**config.mk**
```make
export PLATFORM = sky130hd
export DESIGN_NAME = pwm_timer_setting_calc_top_flat
export DESIGN_NICKNAME = d
export VERILOG_FILES = /design/src/rtl/core/pwm_calc_pkg.sv /design/src/rtl/core/pwm_calc_if.sv /design/src/rtl/core/pwm_calc_front.sv /design/src/rtl/core/pwm_calc_div.sv /design/src/rtl/core/pwm_calc_duty.sv /design/src/rtl/core/pwm_timer_setting_calc_top.sv /design/src/flat_wrapper.sv
export SDC_FILE = /design/constraint.sdc
export NUM_CORES = 1
export LEC_CHECK = 0
export ABC_AREA = 1
export ABC_CLOCK_PERIOD_IN_PS = 5450
export BUFFER_PORTS_ARGS = -buffer_cell sky130_fd_sc_hd__clkbuf_2
export CAP_MARGIN = 20
export CORE_MARGIN = 8
export CORE_UTILIZATION = 30
export CTS_BUF_LIST = sky130_fd_sc_hd__clkbuf_16
export CTS_CLUSTER_DIAMETER = 120
export CTS_CLUSTER_SIZE = 20
export DETAILED_ROUTE_END_ITERATION = 16
export HOLD_SLACK_MARGIN = 0.02
export PLACE_DENSITY = 0.48
export REMOVE_ABC_BUFFERS = 1
export SYNTH_ARGS = -nofsm -noshare
export SYNTH_HDL_FRONTEND = slang
export SYNTH_SLANG_ARGS = --single-unit
export TNS_END_PERCENT = 100
```
**constraint.sdc**
```tcl
create_clock -name clk -period 5.45 [get_ports clk]
set_clock_uncertainty 0.15 [all_clocks]
set_input_delay 0.8175 -clock clk [delete_from_list [all_inputs] [get_ports clk]]
set_output_delay 0.8175 -clock clk [all_outputs]
set_load 0.02 [all_outputs]
```
**src/rtl/core/pwm_calc_pkg.sv**
```systemverilog
`default_nettype none
// ----------------------------------------------------------------------------
// pwm_calc_pkg
// Shared widths, constants and payload types of the PWM timer setting
// calculator.
// ----------------------------------------------------------------------------
package pwm_calc_pkg;

	localparam int FREQ_W   = 12;
	localparam int DUTY_W   = 7;
	localparam int CODE_W   = 2;
	localparam int COUNT_W  = 7;
	localparam int DIVD_W   = 14;   // largest dividend is 16000
	localparam int PROD_W   = 13;   // period * duty stays below 6500
	localparam int SCALE_W  = 26;

	localparam logic [FREQ_W-1:0] FREQ_MAX     = FREQ_W'(4000);
	localparam logic [DUTY_W-1:0] DUTY_MAX     = DUTY_W'(100);
	localparam logic [FREQ_W-1:0] FREQ_LIM_256 = FREQ_W'(4);
	localparam logic [FREQ_W-1:0] FREQ_LIM_64  = FREQ_W'(31);
	localparam logic [FREQ_W-1:0] FREQ_LIM_8   = FREQ_W'(245);

	localparam logic [DIVD_W-1:0] DIV_256 = DIVD_W'(62);
	localparam logic [DIVD_W-1:0] DIV_64  = DIVD_W'(250);
	localparam logic [DIVD_W-1:0] DIV_8   = DIVD_W'(2000);
	localparam logic [DIVD_W-1:0] DIV_1   = DIVD_W'(16000);

	localparam logic [CODE_W-1:0] CODE_PS1   = 2'd0;
	localparam logic [CODE_W-1:0] CODE_PS8   = 2'd1;
	localparam logic [CODE_W-1:0] CODE_PS64  = 2'd2;
	localparam logic [CODE_W-1:0] CODE_PS256 = 2'd3;

	// x / 100 == (x * 5243) >> 19 for every x below 6500
	localparam logic [SCALE_W-1:0] RECIP_100 = SCALE_W'(5243);
	localparam int                 RECIP_SH  = 19;

	// quotient bits produced by the divider, one per stage
	localparam int DIV_STAGES_DEF = COUNT_W;

	typedef struct packed {
		logic              en;
		logic [CODE_W-1:0] code;
		logic [DUTY_W-1:0] duty;
	} meta_t;

	typedef struct packed {
		meta_t             meta;
		logic [DIVD_W-1:0] dividend;
		logic [FREQ_W-1:0] divisor;
	} front_t;

	typedef struct packed {
		meta_t              meta;
		logic [COUNT_W-1:0] quot;
	} divq_t;

endpackage
`default_nettype wire

```
**src/rtl/core/pwm_calc_if.sv**
```systemverilog
`default_nettype none
// ----------------------------------------------------------------------------
// pwm_calc_in_if / pwm_calc_out_if
// Request and result channels of the PWM timer setting calculator.
// ----------------------------------------------------------------------------
interface pwm_calc_in_if;
	logic                             valid;
	logic                             ready;
	logic [pwm_calc_pkg::FREQ_W-1:0]  freq_khz;
	logic [pwm_calc_pkg::DUTY_W-1:0]  duty_percent;

	modport source (output valid, output freq_khz, output duty_percent, input ready);
	modport sink   (input valid, input freq_khz, input duty_percent, output ready);
endinterface

interface pwm_calc_out_if;
	logic                             valid;
	logic                             ready;
	logic                             output_enable;
	logic [pwm_calc_pkg::CODE_W-1:0]  prescale_code;
	logic [pwm_calc_pkg::COUNT_W-1:0] period_count;
	logic [pwm_calc_pkg::COUNT_W-1:0] compare_count;

	modport source (output valid, output output_enable, output prescale_code,
		output period_count, output compare_count, input ready);
	modport sink   (input valid, input output_enable, input prescale_code,
		input period_count, input compare_count, output ready);
endinterface
`default_nettype wire

```
**src/rtl/core/pwm_calc_front.sv**
```systemverilog
`default_nettype none
// ----------------------------------------------------------------------------
// pwm_calc_front
// Saturates the request and picks prescaler code and divisor.
// ----------------------------------------------------------------------------
module pwm_calc_front (
	input  wire logic                            clk,
	input  wire logic                            arst_n,
	input  wire logic                            in_valid,
	output      logic                            in_ready,
	input  wire logic [pwm_calc_pkg::FREQ_W-1:0] freq_khz,
	input  wire logic [pwm_calc_pkg::DUTY_W-1:0] duty_percent,
	output      logic                            out_valid,
	input  wire logic                            out_ready,
	output      pwm_calc_pkg::front_t            out_data
);

	logic                            valid_s1;
	pwm_calc_pkg::front_t            data_s1;
	pwm_calc_pkg::front_t            nxt;
	logic [pwm_calc_pkg::FREQ_W-1:0] freq;
	logic [pwm_calc_pkg::DUTY_W-1:0] duty;
	logic                            adv;

	always_comb begin
		freq = (freq_khz > pwm_calc_pkg::FREQ_MAX) ? pwm_calc_pkg::FREQ_MAX : freq_khz;
		duty = (duty_percent > pwm_calc_pkg::DUTY_MAX) ? pwm_calc_pkg::DUTY_MAX : duty_percent;
		nxt.meta.en   = (freq != '0);
		nxt.meta.duty = duty;
		nxt.divisor   = freq;
		if (freq == '0) begin
			// output off: divide 0 by 1, result is masked later
			nxt.meta.code = pwm_calc_pkg::CODE_PS1;
			nxt.dividend  = '0;
			nxt.divisor   = pwm_calc_pkg::FREQ_W'(1);
		end else if (freq < pwm_calc_pkg::FREQ_LIM_256) begin
			nxt.meta.code = pwm_calc_pkg::CODE_PS256;
			nxt.dividend  = pwm_calc_pkg::DIV_256;
		end else if (freq < pwm_calc_pkg::FREQ_LIM_64) begin
			nxt.meta.code = pwm_calc_pkg::CODE_PS64;
			nxt.dividend  = pwm_calc_pkg::DIV_64;
		end else if (freq < pwm_calc_pkg::FREQ_LIM_8) begin
			nxt.meta.code = pwm_calc_pkg::CODE_PS8;
			nxt.dividend  = pwm_calc_pkg::DIV_8;
		end else begin
			nxt.meta.code = pwm_calc_pkg::CODE_PS1;
			nxt.dividend  = pwm_calc_pkg::DIV_1;
		end
	end

	assign adv      = !valid_s1 || out_ready;
	assign in_ready = adv;

	always_ff @(posedge clk or negedge arst_n) begin
		if (!arst_n) begin
			valid_s1 <= 1'b0;
		end else if (adv) begin
			valid_s1 <= in_valid;
		end
	end

	always_ff @(posedge clk) begin
		if (adv && in_valid) begin
			data_s1 <= nxt;
		end
	end

	assign out_valid = valid_s1;
	assign out_data  = data_s1;

endmodule
`default_nettype wire

```
**src/rtl/core/pwm_calc_div.sv**
```systemverilog
`default_nettype none
// ----------------------------------------------------------------------------
// pwm_calc_div
// Pipelined restoring divider, one quotient bit per stage, msb first.
// ----------------------------------------------------------------------------
module pwm_calc_div (
	input  wire logic                 clk,
	input  wire logic                 arst_n,
	input  wire logic                 in_valid,
	output      logic                 in_ready,
	input  wire pwm_calc_pkg::front_t in_data,
	output      logic                 out_valid,
	input  wire logic                 out_ready,
	output      pwm_calc_pkg::divq_t  out_data
);

	localparam int DIV_STAGES = pwm_calc_pkg::DIV_STAGES_DEF;
	localparam int REM_W   = pwm_calc_pkg::DIVD_W;
	localparam int DSR_W   = pwm_calc_pkg::FREQ_W;
	localparam int Q_W     = pwm_calc_pkg::COUNT_W;
	localparam int TRIAL_W = DSR_W + DIV_STAGES + 1;

	logic [DIV_STAGES-1:0] valid_s;
	logic [DIV_STAGES-1:0] adv;
	logic [REM_W-1:0]      rem_s  [DIV_STAGES];
	logic [DSR_W-1:0]      dsr_s  [DIV_STAGES];
	logic [Q_W-1:0]        quot_s [DIV_STAGES];
	pwm_calc_pkg::meta_t   meta_s [DIV_STAGES];

	for (genvar g = 0; g < DIV_STAGES; g++) begin : g_stage
		localparam int SH = DIV_STAGES - 1 - g;

		logic                cur_v;
		logic [REM_W-1:0]    cur_rem;
		logic [DSR_W-1:0]    cur_dsr;
		logic [Q_W-1:0]      cur_quot;
		pwm_calc_pkg::meta_t cur_meta;
		logic [TRIAL_W-1:0]  trial;
		logic [TRIAL_W-1:0]  rem_ext;
		logic                fits;
		logic                nxt_ready;

		if (g == 0) begin : g_first
			assign cur_v    = in_valid;
			assign cur_rem  = in_data.dividend;
			assign cur_dsr  = in_data.divisor;
			assign cur_quot = '0;
			assign cur_meta = in_data.meta;
		end else begin : g_next
			assign cur_v    = valid_s[g-1];
			assign cur_rem  = rem_s[g-1];
			assign cur_dsr  = dsr_s[g-1];
			assign cur_quot = quot_s[g-1];
			assign cur_meta = meta_s[g-1];
		end

		if (g == DIV_STAGES - 1) begin : g_last
			assign nxt_ready = out_ready;
		end else begin : g_mid
			assign nxt_ready = adv[g+1];
		end

		assign trial   = TRIAL_W'(cur_dsr) << SH;
		assign rem_ext = TRIAL_W'(cur_rem);
		assign fits    = (rem_ext >= trial);
		assign adv[g]  = !valid_s[g] || nxt_ready;

		always_ff @(posedge clk or negedge arst_n) begin
			if (!arst_n) begin
				valid_s[g] <= 1'b0;
			end else if (adv[g]) begin
				valid_s[g] <= cur_v;
			end
		end

		always_ff @(posedge clk) begin
			if (adv[g] && cur_v) begin
				rem_s[g]  <= fits ? REM_W'(rem_ext - trial) : cur_rem;
				quot_s[g] <= fits ? (cur_quot | (Q_W'(1) << SH)) : cur_quot;
				dsr_s[g]  <= cur_dsr;
				meta_s[g] <= cur_meta;
			end
		end
	end

	assign in_ready       = adv[0];
	assign out_valid      = valid_s[DIV_STAGES-1];
	assign out_data.meta  = meta_s[DIV_STAGES-1];
	assign out_data.quot  = quot_s[DIV_STAGES-1];

endmodule
`default_nettype wire

```
**src/rtl/core/pwm_calc_duty.sv**
```systemverilog
`default_nettype none
// ----------------------------------------------------------------------------
// pwm_calc_duty
// Forms the period and the compare value (period * duty / 100) in two stages.
// ----------------------------------------------------------------------------
module pwm_calc_duty (
	input  wire logic                clk,
	input  wire logic                arst_n,
	input  wire logic                in_valid,
	output      logic                in_ready,
	input  wire pwm_calc_pkg::divq_t in_data,
	pwm_calc_out_if.source           res
);

	localparam int CW = pwm_calc_pkg::COUNT_W;
	localparam int PW = pwm_calc_pkg::PROD_W;
	localparam int SW = pwm_calc_pkg::SCALE_W;

	logic                              valid_s1, valid_s2;
	logic                              en_s1, en_s2;
	logic [pwm_calc_pkg::CODE_W-1:0]   code_s1, code_s2;
	logic [CW-1:0]                     period_s1, period_s2;
	logic [PW-1:0]                     prod_s1;
	logic [SW-1:0]                     scaled_s2;
	logic [CW-1:0]                     period;
	logic                              adv1, adv2;

	assign period = in_data.meta.en ? (in_data.quot - CW'(1)) : '0;

	assign adv2     = !valid_s2 || res.ready;
	assign adv1     = !valid_s1 || adv2;
	assign in_ready = adv1;

	always_ff @(posedge clk or negedge arst_n) begin
		if (!arst_n) begin
			valid_s1 <= 1'b0;
			valid_s2 <= 1'b0;
		end else begin
			if (adv1) begin
				valid_s1 <= in_valid;
			end
			if (adv2) begin
				valid_s2 <= valid_s1;
			end
		end
	end

	always_ff @(posedge clk) begin
		if (adv1 && in_valid) begin
			en_s1     <= in_data.meta.en;
			code_s1   <= in_data.meta.en ? in_data.meta.code : pwm_calc_pkg::CODE_PS1;
			period_s1 <= period;
			prod_s1   <= PW'(period) * PW'(in_data.meta.duty);
		end
		if (adv2 && valid_s1) begin
			en_s2     <= en_s1;
			code_s2   <= code_s1;
			period_s2 <= period_s1;
			// divide by 100 through a reciprocal
			scaled_s2 <= SW'(prod_s1) * pwm_calc_pkg::RECIP_100;
		end
	end

	assign res.valid         = valid_s2;
	assign res.output_enable = en_s2;
	assign res.prescale_code = code_s2;
	assign res.period_count  = period_s2;
	assign res.compare_count = scaled_s2[pwm_calc_pkg::RECIP_SH +: CW];

endmodule
`default_nettype wire

```
**src/rtl/core/pwm_timer_setting_calc_top.sv**
```systemverilog
`default_nettype none
// ----------------------------------------------------------------------------
// pwm_timer_setting_calc_top
// Turns a PWM frequency in kHz and a duty cycle in percent into prescaler
// code, period and compare values for a timer.
//
//   channel   dir  handshake     payload
//   req_in    in   valid/ready   freq_khz[11:0], duty_percent[6:0]
//   res_out   out  valid/ready   output_enable, prescale_code[1:0],
//                                period_count[6:0], compare_count[6:0]
//
// one request per cycle while the result side keeps taking results; stages:
// one select stage, one divider stage per quotient bit, two multiply stages
// each stage holds its item until the next one has room, bubbles close up
// reset clears only the valid bits, so the pipeline comes up empty
// a stalled result keeps its register; requests keep entering until full
// ----------------------------------------------------------------------------
module pwm_timer_setting_calc_top (
	input  wire logic       clk,
	input  wire logic       arst_n,
	pwm_calc_in_if.sink     req_in,
	pwm_calc_out_if.source  res_out
);

	logic                 front_valid, front_ready;
	pwm_calc_pkg::front_t front_data;
	logic                 div_valid, div_ready;
	pwm_calc_pkg::divq_t  div_data;

	pwm_calc_front u_front (
		.clk          (clk),
		.arst_n       (arst_n),
		.in_valid     (req_in.valid),
		.in_ready     (req_in.ready),
		.freq_khz     (req_in.freq_khz),
		.duty_percent (req_in.duty_percent),
		.out_valid    (front_valid),
		.out_ready    (front_ready),
		.out_data     (front_data)
	);

	pwm_calc_div u_div (
		.clk       (clk),
		.arst_n    (arst_n),
		.in_valid  (front_valid),
		.in_ready  (front_ready),
		.in_data   (front_data),
		.out_valid (div_valid),
		.out_ready (div_ready),
		.out_data  (div_data)
	);

	pwm_calc_duty u_duty (
		.clk      (clk),
		.arst_n   (arst_n),
		.in_valid (div_valid),
		.in_ready (div_ready),
		.in_data  (div_data),
		.res      (res_out)
	);

	// output off means every count is zero
	a_off_zero: assert property (@(posedge clk) disable iff (!arst_n)
		(res_out.valid && !res_out.output_enable) |->
		(res_out.prescale_code == pwm_calc_pkg::CODE_PS1 &&
		 res_out.period_count == '0 && res_out.compare_count == '0))
		else $error("disabled result carries nonzero settings");

	a_cmp_le_period: assert property (@(posedge clk) disable iff (!arst_n)
		res_out.valid |-> (res_out.compare_count <= res_out.period_count))
		else $error("compare value exceeds period");

	a_period_range: assert property (@(posedge clk) disable iff (!arst_n)
		res_out.valid |-> (res_out.period_count <= pwm_calc_pkg::COUNT_W'(64)))
		else $error("period out of range");

	a_div_hold: assert property (@(posedge clk) disable iff (!arst_n)
		(div_valid && !div_ready) |=> (div_valid && $stable(div_data)))
		else $error("divider output changed while stalled");

endmodule
`default_nettype wire

```
**src/flat_wrapper.sv**
```systemverilog
// flat-port wrapper written by rule: the top's interface ports become plain ports
module pwm_timer_setting_calc_top_flat 
  (clk, arst_n, req_in_valid, req_in_freq_khz, req_in_duty_percent, req_in_ready, res_out_valid, res_out_output_enable, res_out_prescale_code, res_out_period_count, res_out_compare_count, res_out_ready);
  pwm_calc_in_if req_in_i ();
  pwm_calc_out_if res_out_i ();
  input  wire logic clk;
  input  wire logic arst_n;
  input wire logic [$bits(req_in_i.valid)-1:0] req_in_valid;
  input wire logic [$bits(req_in_i.freq_khz)-1:0] req_in_freq_khz;
  input wire logic [$bits(req_in_i.duty_percent)-1:0] req_in_duty_percent;
  output wire logic [$bits(req_in_i.ready)-1:0] req_in_ready;
  output wire logic [$bits(res_out_i.valid)-1:0] res_out_valid;
  output wire logic [$bits(res_out_i.output_enable)-1:0] res_out_output_enable;
  output wire logic [$bits(res_out_i.prescale_code)-1:0] res_out_prescale_code;
  output wire logic [$bits(res_out_i.period_count)-1:0] res_out_period_count;
  output wire logic [$bits(res_out_i.compare_count)-1:0] res_out_compare_count;
  input wire logic [$bits(res_out_i.ready)-1:0] res_out_ready;
  assign req_in_i.valid = req_in_valid;
  assign req_in_i.freq_khz = req_in_freq_khz;
  assign req_in_i.duty_percent = req_in_duty_percent;
  assign req_in_ready = req_in_i.ready;
  assign res_out_valid = res_out_i.valid;
  assign res_out_output_enable = res_out_i.output_enable;
  assign res_out_prescale_code = res_out_i.prescale_code;
  assign res_out_period_count = res_out_i.period_count;
  assign res_out_compare_count = res_out_i.compare_count;
  assign res_out_i.ready = res_out_ready;
  pwm_timer_setting_calc_top u_core (.clk(clk), .arst_n(arst_n), .req_in(req_in_i), .res_out(res_out_i));
endmodule
```
==> reports/metrics.yaml <==
synth:
  ys_ff_latch: 318
  ys.flop_type: "edfxtp_1"
  syn-cell-area_um2: 19700
  synth_edf_count: 308
  synth_top_area_share_pct: 47.0
  synth_area_per_cell_um2: 10.3
  netlist_instances: 1913
  synth.distinct_cells: 50
  synth_warnings: 0
  yosysSeqAreaShare_pct: 48.2
  synth-async-reset-ratio_pct: 3.14
  yosys.area.top_type: "edfxtp_1"
  yosys-top-cells-area: "edfxtp_1 47%, ha_1 12%, fa_1 8.7%"
place:
  routabilityCongestion: 0.835
  portBuffers: 41
  dp.final_hpwl_mm: 31.7
layout:
  layout.nets: 2274
  fillers: 6723
  diodes: 0
  multi_input_area_um2: 8710
  drive_gt1_share_pct: 5.73
  seqCellArea_um2: 9500
  area_growth_pct: 9.69
drt:
  wl_mm: 39.4
  drtIter0Drc: 524
  drtPass1Iterations: 7
  wl_per_cell_um: 13.9
  drc_errors: 0
  via_count: 12600
  drtAntennaViolNets: 0
  via_per_inst: 4.44
floorplanning:
  die_area_um2: 74100
  pin_count: 42
  fp.coreArea_um2: 65400
  die_w_um: 272
  die_h_um: 272
  num_rows: 94
  initial_core_util_pct: 30.1
grt:
  grt_pass1_wl_mm: 65.4
  grt_pass1_vias: 13200
  grt_start_max_net_pins: 42
  grt_use_total_pct: 10.5
  grt_antenna_before_repair: 0
  grt_overflow: 0
sta:
  rsz0062_at_grt: "false"
  final-hold-violation-count: 0
  finalCriticalPeriod_ps: 5010
  setup-violations-final: 0
  maxSlewViolCount: 0
  max_freq_mhz: 200
  fin_crit_sh_pct: 91.9
  slew_headroom_pct: 36.8
  fin_tns_setup_ps: 0
  tightest_slew_ps: 946
critical_path:
  worst_ep_required_time_ps: 5600
  path_max_fanout: 7
  crit_type: "flip-flop to flip-flop"
  r2r_end: "u_core.u_duty.prod_s1[9]$_DFFE_PP_"
  critPathArrivalTime_ps: 5160
  endpoint: "u_core.u_duty.prod_s1[9]$_DFFE_PP_"
  start_kind: "flip-flop"
  rr_startpoint: "u_core.u_div.quot_s[6][0]$_DFFE_PP_"
  worst-r2r-setup-slack_ps: 440
  crit_path_end_kind: "flip-flop"
  startpoint: "u_core.u_div.quot_s[6][0]$_DFFE_PP_"
  r2r_cells: 21
clock_network:
  h-tree-depth: 1
  cts_tree: "built"
  ctsLongestPathBuffers: 3
  clkSinkCount: 318
  cts-buffers-inserted: 21
  cts.repair.resized: 0
  clkTransAtPathRegs_ps: 90
  root_buffer: "clkbuf_16"
  clock_latency_ps: 550
  cts_hold_buf: 1
  postCtsSetupBuffers: 0
hold_path:
  hold_class: "flip-flop to flip-flop"
run_status:
  status: "finished clean"
flow_run:
  drv_cap: 0
-- final cells by class --
| class | instances | area share (%) |
|---|---|---|
| sequential | 318 | 44.0 |
| tap | 864 | 5.00 |
| clock buffer | 21 | 2.43 |
| clock inverter | 6 | 0.290 |
| timing repair buffer | 52 | 1.51 |
| inverter | 373 | 6.48 |
| multi-input combinational | 1203 | 40.3 |
-- registers in the layout, summed over array words and instances (netlist names) --
signal and flops:
u_core.u_div.dsr_s 72, u_core.u_div.meta_s 70, u_core.u_div.rem_s 69, u_core.u_front.out_data 29, u_core.u_div.quot_s 28, u_core.u_duty.prod_s1 13
u_core.u_duty.period_s1 7, u_core.u_duty.res.period_count 7, u_core.u_duty.scaled_s2 7, u_core.u_div.g_stage.cur_v 6, u_core.u_duty.code_s1 2, u_core.u_duty.res.prescale_code 2
u_core.u_div.out_valid 1, u_core.u_duty.en_s1 1, u_core.u_duty.res.output_enable 1, u_core.u_duty.res.valid 1, u_core.u_duty.valid_s1 1, u_core.u_front.out_valid 1
-- synth_stat cells, types with 10 or more instances --
| library cell | instances |
|---|---|
| inv_1 | 372 |
| nand2_1 | 350 |
| edfxtp_1 | 308 |
| ha_1 | 196 |
| nor2_1 | 152 |
| fa_1 | 86 |
| nand3_1 | 82 |
| a21oi_1 | 78 |
| nand4_1 | 49 |
| o21ai_0 | 47 |
| xor2_1 | 33 |
| o21ai_1 | 17 |
| nor3_1 | 16 |
| xnor2_1 | 16 |
| o21bai_1 | 12 |
| dfrtp_1 | 10 |
-- worst min-delay path by stage --
stage                                                         start  cells after the start  slack [ps]                                   to
after detailed placement  u_core.u_front.out_data[32]$_SDFFCE_PN1P_                      0         250  u_core.u_div.meta_s[0][6]$_DFFE_PP_
after global routing            u_core.u_div.meta_s[3][5]$_DFFE_PP_                      0         270  u_core.u_div.meta_s[4][5]$_DFFE_PP_
final                           u_core.u_div.meta_s[5][4]$_DFFE_PP_                      0         260  u_core.u_div.meta_s[6][4]$_DFFE_PP_
after floorplan           u_core.u_front.out_data[26]$_SDFFCE_PN0P_                      0         250  u_core.u_div.meta_s[0][0]$_DFFE_PP_
after global placement          u_core.u_div.meta_s[0][7]$_DFFE_PP_                      0         250  u_core.u_div.meta_s[1][7]$_DFFE_PP_
after CTS                       u_core.u_div.meta_s[5][4]$_DFFE_PP_                      0         260  u_core.u_div.meta_s[6][4]$_DFFE_PP_
-- metal layers --
| metal | routed length (um) | share of wire [%] | track usage, % | vias up |
|---|---|---|---|---|
| li1 | - | - | - | 6431 |
| met1 | 17800 | 45 | 13.0 | 5945 |
| met2 | 19700 | 50 | 19.2 | 163 |
| met3 | 798 | 2.0 | 1.24 | 48 |
| met4 | 1140 | 2.9 | 3.13 | 0 |
| met5 | 0 | 0 | 0 | - |
-- through the flow --
step	hold slack, ps	util [%]	area (um^2)	instances	setup slack [ps]
after detailed placement	255	32.0	21000	2806	432
after global placement	254	32.0	21000	2806	598
after global routing	269	33.0	21600	2837	87.2
after floorplan	250	-	19600	1894	818
final	262	33.0	21600	2837	441
after CTS	265	33.0	21500	2834	418
-- logic make-up after synthesis --
family	count (synthesis)	synth area share (%)
compound gates	187	5.43
xor+xnor	49	2.18
fa+ha+maj	282	21.2
buf+inv	392	7.72
flops	318	48.2
simple gates	685	15.2
-- placed cells by master, fill, tap and decap left out, drive strengths merged --
master / n
nor2: 156
clkbuf: 62
buf: 10
nand3: 89
xor2: 33
a21boi: 6
a31oi: 7
nand4: 52
a21oi: 80
o31ai: 1
or2: 11
o211ai: 2
nor3b: 1
and2: 2
and3: 1
a22oi: 1
o21ai: 64
o21bai: 12
xnor2: 16
dlygate4sd3: 1
a211o: 1
dfrtp: 10
nand3b: 3
a21o: 9
nor4: 1
edfxtp: 308
ha: 196
nor3: 18
fa: 86
clkinv: 2
o21a: 3
inv: 377
o221ai: 1
nand2: 351
-- worst max-delay path, cell delays in order (launching register included) --
cell	delay [ps]
edfxtp_1	420
inv_1	100
ha_1	220
nand2_1	90
nor2_1	90
nor2_1	60
inv_1	210
nor2_1	100
fa_1	510
inv_1	50
fa_1	470
inv_1	50
fa_1	520
inv_1	50
fa_1	520
inv_1	40
ha_1	340
a21oi_1	180
a21boi_0	330
nor2_1	70
nor2_1	120
xor2_1	80
Power is not shown: default switching activity piles up to over one toggle a cycle in this logic, so the estimate is an artifact.
